<file path="config.mk">
export PLATFORM = sky130hd
export DESIGN_NAME = sobel_root_cell
export DESIGN_NICKNAME = d
export VERILOG_FILES = /design/src/hdl/sobel_pkg.sv /design/src/hdl/sobel_root_cell.sv
export SDC_FILE = /design/constraint.sdc
export NUM_CORES = 1
export LEC_CHECK = 0
export BUFFER_PORTS_ARGS = -buffer_cell sky130_fd_sc_hd__buf_2
export CORE_MARGIN = 5
export CORE_UTILIZATION = 51
export DETAILED_ROUTE_END_ITERATION = 8
export PLACE_DENSITY = 0.93
export SETUP_SLACK_MARGIN = 0.2
export SLEW_MARGIN = 25
export SYNTH_ARGS = -nofsm -noshare
export SYNTH_HDL_FRONTEND = slang
export SYNTH_SLANG_ARGS = --single-unit
</file>
<file path="constraint.sdc">
create_clock -name clk -period 1.4 [get_ports clk]
set_clock_uncertainty 0.2 [all_clocks]
set_input_delay 0.14 -clock clk [delete_from_list [all_inputs] [get_ports clk]]
set_output_delay 0.14 -clock clk [all_outputs]
set_load 0.01 [all_outputs]
</file>
<file path="src/hdl/sobel_pkg.sv">
// ----------------------------------------------------------------------------
// sobel_pkg: shared constants, types and functions for the Sobel edge block
// Holds field widths, the register map, the root cell type and the gray helper.
// ----------------------------------------------------------------------------
package sobel_pkg;

	localparam int unsigned MAX_WIDTH_DEF = 1024;
	localparam int unsigned MAX_HEIGHT    = 4096;
	localparam int unsigned PIX_W         = 8;
	localparam int unsigned WIDTH_REG_W   = 11;
	localparam int unsigned HEIGHT_REG_W  = 13;
	localparam int unsigned ROW_W         = 12;
	localparam int unsigned SQ_W          = 17;
	localparam int unsigned ROOT_STEPS    = 8;

	localparam logic [WIDTH_REG_W-1:0]  WIDTH_RESET  = WIDTH_REG_W'(640);
	localparam logic [HEIGHT_REG_W-1:0] HEIGHT_RESET = HEIGHT_REG_W'(480);

	// register byte addresses
	localparam logic [2:0] ADDR_WIDTH  = 3'd0;
	localparam logic [2:0] ADDR_HEIGHT = 3'd4;

	// state handed from one root cell to the next
	typedef struct packed {
		logic        valid;
		logic        last;
		logic        sat;
		logic [15:0] rem;
		logic [7:0]  root;
	} root_cell_t;

	// gray = floor((r+g+b)/3) via multiply by reciprocal: x*683 >> 11 exact for x<=765
	function automatic logic [PIX_W-1:0] gray_of(input logic [9:0] sum);
		logic [19:0] prod;
		prod = 20'(sum) * 20'd683;
		return prod[18:11];
	endfunction

endpackage

</file>
<file path="src/hdl/sobel_root_cell.sv">
// ----------------------------------------------------------------------------
// sobel_root_cell: one digit step of the integer square root
// Resolves one result bit per advancing cycle and passes partial state on.
// ----------------------------------------------------------------------------
module sobel_root_cell #(
	parameter int unsigned BIT_POS = 7
) (
	input  logic                  clk,
	input  logic                  arst_n,
	input  logic                  advance,
	input  sobel_pkg::root_cell_t cell_in,
	output sobel_pkg::root_cell_t cell_out
);

	logic [15:0] trial;
	logic [15:0] cand_root_sq;
	logic [7:0]  cand_root;
	logic        take;
	logic        valid_q;
	logic        last_q;
	logic        sat_q;
	logic [15:0] rem_q;
	logic [7:0]  root_q;

	// try setting this bit: (root | b)^2 - root^2 = 2*root*b + b*b
	always_comb begin
		cand_root    = cell_in.root | (8'd1 << BIT_POS);
		cand_root_sq = (16'(cell_in.root) << (BIT_POS + 1)) | (16'd1 << (2 * BIT_POS));
		trial        = cand_root_sq;
		take         = cell_in.rem >= trial;
	end

	// advance the partial root
	always_ff @(posedge clk or negedge arst_n) begin
		if (!arst_n) begin
			valid_q <= 1'b0;
		end else if (advance) begin
			valid_q <= cell_in.valid;
		end
	end

	always_ff @(posedge clk) begin
		if (advance) begin
			last_q <= cell_in.last;
			sat_q  <= cell_in.sat;
			rem_q  <= take ? cell_in.rem - trial : cell_in.rem;
			root_q <= take ? cand_root : cell_in.root;
		end
	end

	assign cell_out = {valid_q, last_q, sat_q, rem_q, root_q};

endmodule

</file>
# [Yosys cells after proc, flatten, opt, wreduce, memory -nomap -nowiden]
# Cells that the tools add are included.
[word_totals] reg_bits=27 input_bits=30 output_inout_bits=27
[classes] addsub=1 magnitude_cmp=1 mux=1
[op_table] op="16-bit >= comparator" n=1
[op_table] op="16-bit 2-to-1 mux" n=1
[op_table] op="16-bit subtractor" n=1

# [Longest topological paths before layout]
[depth] depth_word=2 ltp_mapped=9 mapped_depth_nobuf=9

# [Least setup slack after synthesis]
# Ideal clock, no wire load.
[synth_timing] kind="in2reg" from="input cell_in[16] in the netlist's numbering" to="register rem_q[10], data pin" arrival_ps=2097 path_slack_ps=-1157 stages=9 cell_sequence="inv_1 ha_1 inv_1 fa_1 a21o_1 a221oi_2 o41ai_4 a31oi_4 mux2_4"
[synth_via] elab_chain_len=2 elab_cells_between_ends=3 classes_between="add/sub: 1; order compare: 1; mux: 1"
[synth_rtl] item="start: declaration" line="sobel_root_cell.sv:11" source="input sobel_pkg::root_cell_t cell_in,"
[synth_rtl] item="16-bit subtractor / 16-bit >= comparator (equally long branches)" line="sobel_root_cell.sv:46, sobel_root_cell.sv:30"
[synth_rtl] item="16-bit 2-to-1 mux (*)" line="sobel_root_cell.sv:46" source="rem_q <= take ? cell_in.rem - trial : cell_in.rem;"
[synth_rtl] item="end signal: assignment" line="sobel_root_cell.sv:46"
[synth_rtl] item="end: declaration" line="sobel_root_cell.sv:22" source="logic [15:0] rem_q;"
# Every way passes the cells marked *; elsewhere a longest branch is shown, timed or not.
# A chain may end at the register's enable or synchronous reset.

# [Final worst setup path]
# Same ends and word-level chain as after synthesis.

==> results.md <==
- Clock transition at path regs: 160 ps
- CP required: 1320 ps
- CTS Hold Bufs: 24
- Clk_lat worst skew: 340 ps
- Worst rel slew slack: 68.3%
- Core area: 2520 sq um
- Share of layout cells above drive strength 1: 54.3%
- H-tree lvl count: 1
- Max Cap Viol: 0
- # DRC: 0
- Root Buffer: clkbuf_4
- Initial antenna violation count: 0
- CP startpoint kind: input port
- Async set-or-reset flop fraction in the synthesized netlist: 3.70%
- First-pass GRT wire length: 7.57 mm
- CP Class: in2reg
- Seq/Total Area, Yosys: 58.9%
- Yosys warns: 0
- Clock Tree Buf Depth: 2
- Post-Layout Cell Count: 240
- Post-Syn Nets: 132
- Least-Margin Pin Slew: 470 ps
- DR iter-0 viols: 106
- Largest area contributor in the netlist: edfxtp_1
- Final Hold Viols: 9
- DP HPWL: 3.03 mm
- Post-synth cell types: 34
- Die height: 61.8 microns
- Final ANT Viol Nets: 0
- Nets: 249
- RSZ-0062 raised after global routing: yes
- Area delta synth->final: 69.3%
- Yosys reg bits: 27
- Clk sinks: 27
- Largest net degree at the start of global routing: 16
- Multi-input logic area: 548 sq um
- Synth Area per Inst: 14.6 sq um
- Lkg Pwr: 1.08 nW
- Peak VDD IR: 0.753 mV
- Final Critical Period: 2290 ps
- Initial Util: 54.3%
- Peak Freq: 437 MHz
- Top FF cell, synth: edfxtp_1
- Violated checks: negative hold slack, negative setup slack
- Crit path DAT: 2210 ps
- Critical Path End Type: register
- Placed Cells incl. Taps: 206
- GP Congestion: 0.902
- CTS tree: built
- Final-report max-slew violation count: 0
- DR vias: 1,447
- EDFF count, synth: 26
- FP Rows: 18
- DIE WIDTH: 61.8 microns
- Vias in the first global route: 1,427
- Fin Hold WS: -30.2 ps
- Pre-antenna DRT Iters: 4
- Die area: 3820 sq um
- Area contributors post-synth: edfxtp_1, ha_1, mux2_4
- Final setup viols: 9
- Register area: 806 sq um
- I/O pin count: 57
- Wire per inst: 25.0 microns
- Gr usage total: 29.2%
- Gr ovfl total: 0
- Final setup margin: -888 ps
- PD cells: 911 nW/um^2
- DR vias/cell: 6.03
- Run status: finished, violations left
- Top cell type's share of synthesized area: 57.0%
- Final WL: 6.01 mm
- Hold/Removal Path Class: in2reg
- Buffers on Ports: 56
- Period utilisation layout: 163%
- Gate Count Post-Synth: 94
- Setup TNS: -7230 ps
- Fill cell count: 99
- Max FO, Critical Path: 4
- Number of diodes: 0
- CTS Buf Count: 3
- Post-Syn Area: 1370 sq um
metrics by stage:
| step | hold slack, ps | cell area [sq um] | utilization (%) | worst slack [ps] | total power, mW |
|---|---|---|---|---|---|
| 2_1_floorplan | -356 | 1400 | - | -1070 | 1.27 |
| 3_3_place_gp | -286 | 1910 | 75.8 | -1280 | 1.51 |
| 3_5_place_dp | -280 | 1910 | 75.8 | -1400 | 1.55 |
| 4_1_cts | -24.1 | 2280 | 90.4 | -786 | 1.99 |
| 5_1_grt | -36.4 | 2320 | 91.9 | -933 | 2.17 |
| 6_report | -30.2 | 2320 | 91.9 | -888 | 2.11 |
worst paths after layout:
check / end / cells past startpoint / slack [ps] / from
min in group asynchronous: valid_q / 3 / 410 / arst_n
worst min register to register: valid_q / 1 / 370 / valid_q
max in group asynchronous: valid_q / 3 / 490 / arst_n
worst min-delay path: root_q[2] / 1 / -30 / advance
worst max register to register: valid_q / 1 / 410 / valid_q
worst max-delay path: rem_q[10] / 11 / -890 / cell_in[16]
per-layer routing:
metal | share of wire [%] | vias to the layer above | global-route usage, %
met1 | 33 | 671 | 32.3
met5 | 0 | - | 0
met3 | 8.9 | 44 | 3.72
li1 | - | 592 | -
met4 | 7.8 | 0 | 13.3
met2 | 50 | 140 | 55.0
cells in the mapped netlist (all sizes together), types with 2 or more instances:
library cell and count:
ha 7, mux2 6, nor3 3, o21a 2, buf 4, nor2 7
o21ai 4, a21oi 3, o41ai 2, a21o 2, inv 9, edfxtp 26
worst max-delay path, cell delays in order:
cell and delay, ps:
buf_12 110, inv_12 50, ha_4 140, inv_2 40, fa_2 350, a21o_1 220, a221oi_4 300, o41ai_4 160
a31oi_4 230, buf_6 160, mux2_4 310
layout by cell type, fill, tap and decap left out, types with 2 or more instances in the layout:
cell type	instances
inv_1	7
clkbuf_4	3
mux2_4	5
a21o_1	2
o21ai_0	3
nor3_1	3
buf_6	9
buf_2	50
ha_1	6
nor2_1	7
edfxtp_1	26
dlygate4sd3_1	24
o21a_1	2
a21oi_1	3
buf_4	32
report_power, final:
part | internal (mW) | switching, mW
Clock | 0.108 | 0.260
Combinational | 0.385 | 0.357
Sequential | 0.973 | 0.0274
cell families (layout without fill, tap and decap cells):
kind of cell	count (synthesis)	in the layout	synth area share [%]
mux	7	7	7.04
compound gates	21	21	14.2
fa+ha+maj	8	8	7.86
simple gates	16	16	6.40
xor+xnor	2	2	1.28
buf+inv	13	129	4.39
flops	27	27	58.9
repair_timing:
item,in CTS,in global routing
setup buffers,5,1
gates cloned,0,0
pin swaps,5,0
gates resized for setup,12,6
setup endpoints to repair,32,36
endpoints found under the hold margin,33,9
flip-flops by register name (all words and copies together) (netlist names):
| signal | flops |
|---|---|
| sat_q | 1 |
| root_q | 8 |
| rem_q | 16 |
| valid_q | 1 |
| last_q | 1 |
layout make-up:
cell class / instances / share of cell area [%]
Clock buffer: 3 / 0.972
Clock inverter: 1 / 0.216
Inverter: 9 / 2.00
Multi-Input combinational cell: 54 / 23.7
Sequential cell: 27 / 34.8
Tap cell: 30 / 1.62
Timing Repair Buffer: 116 / 36.8
Power figures use the tool's default switching activity.
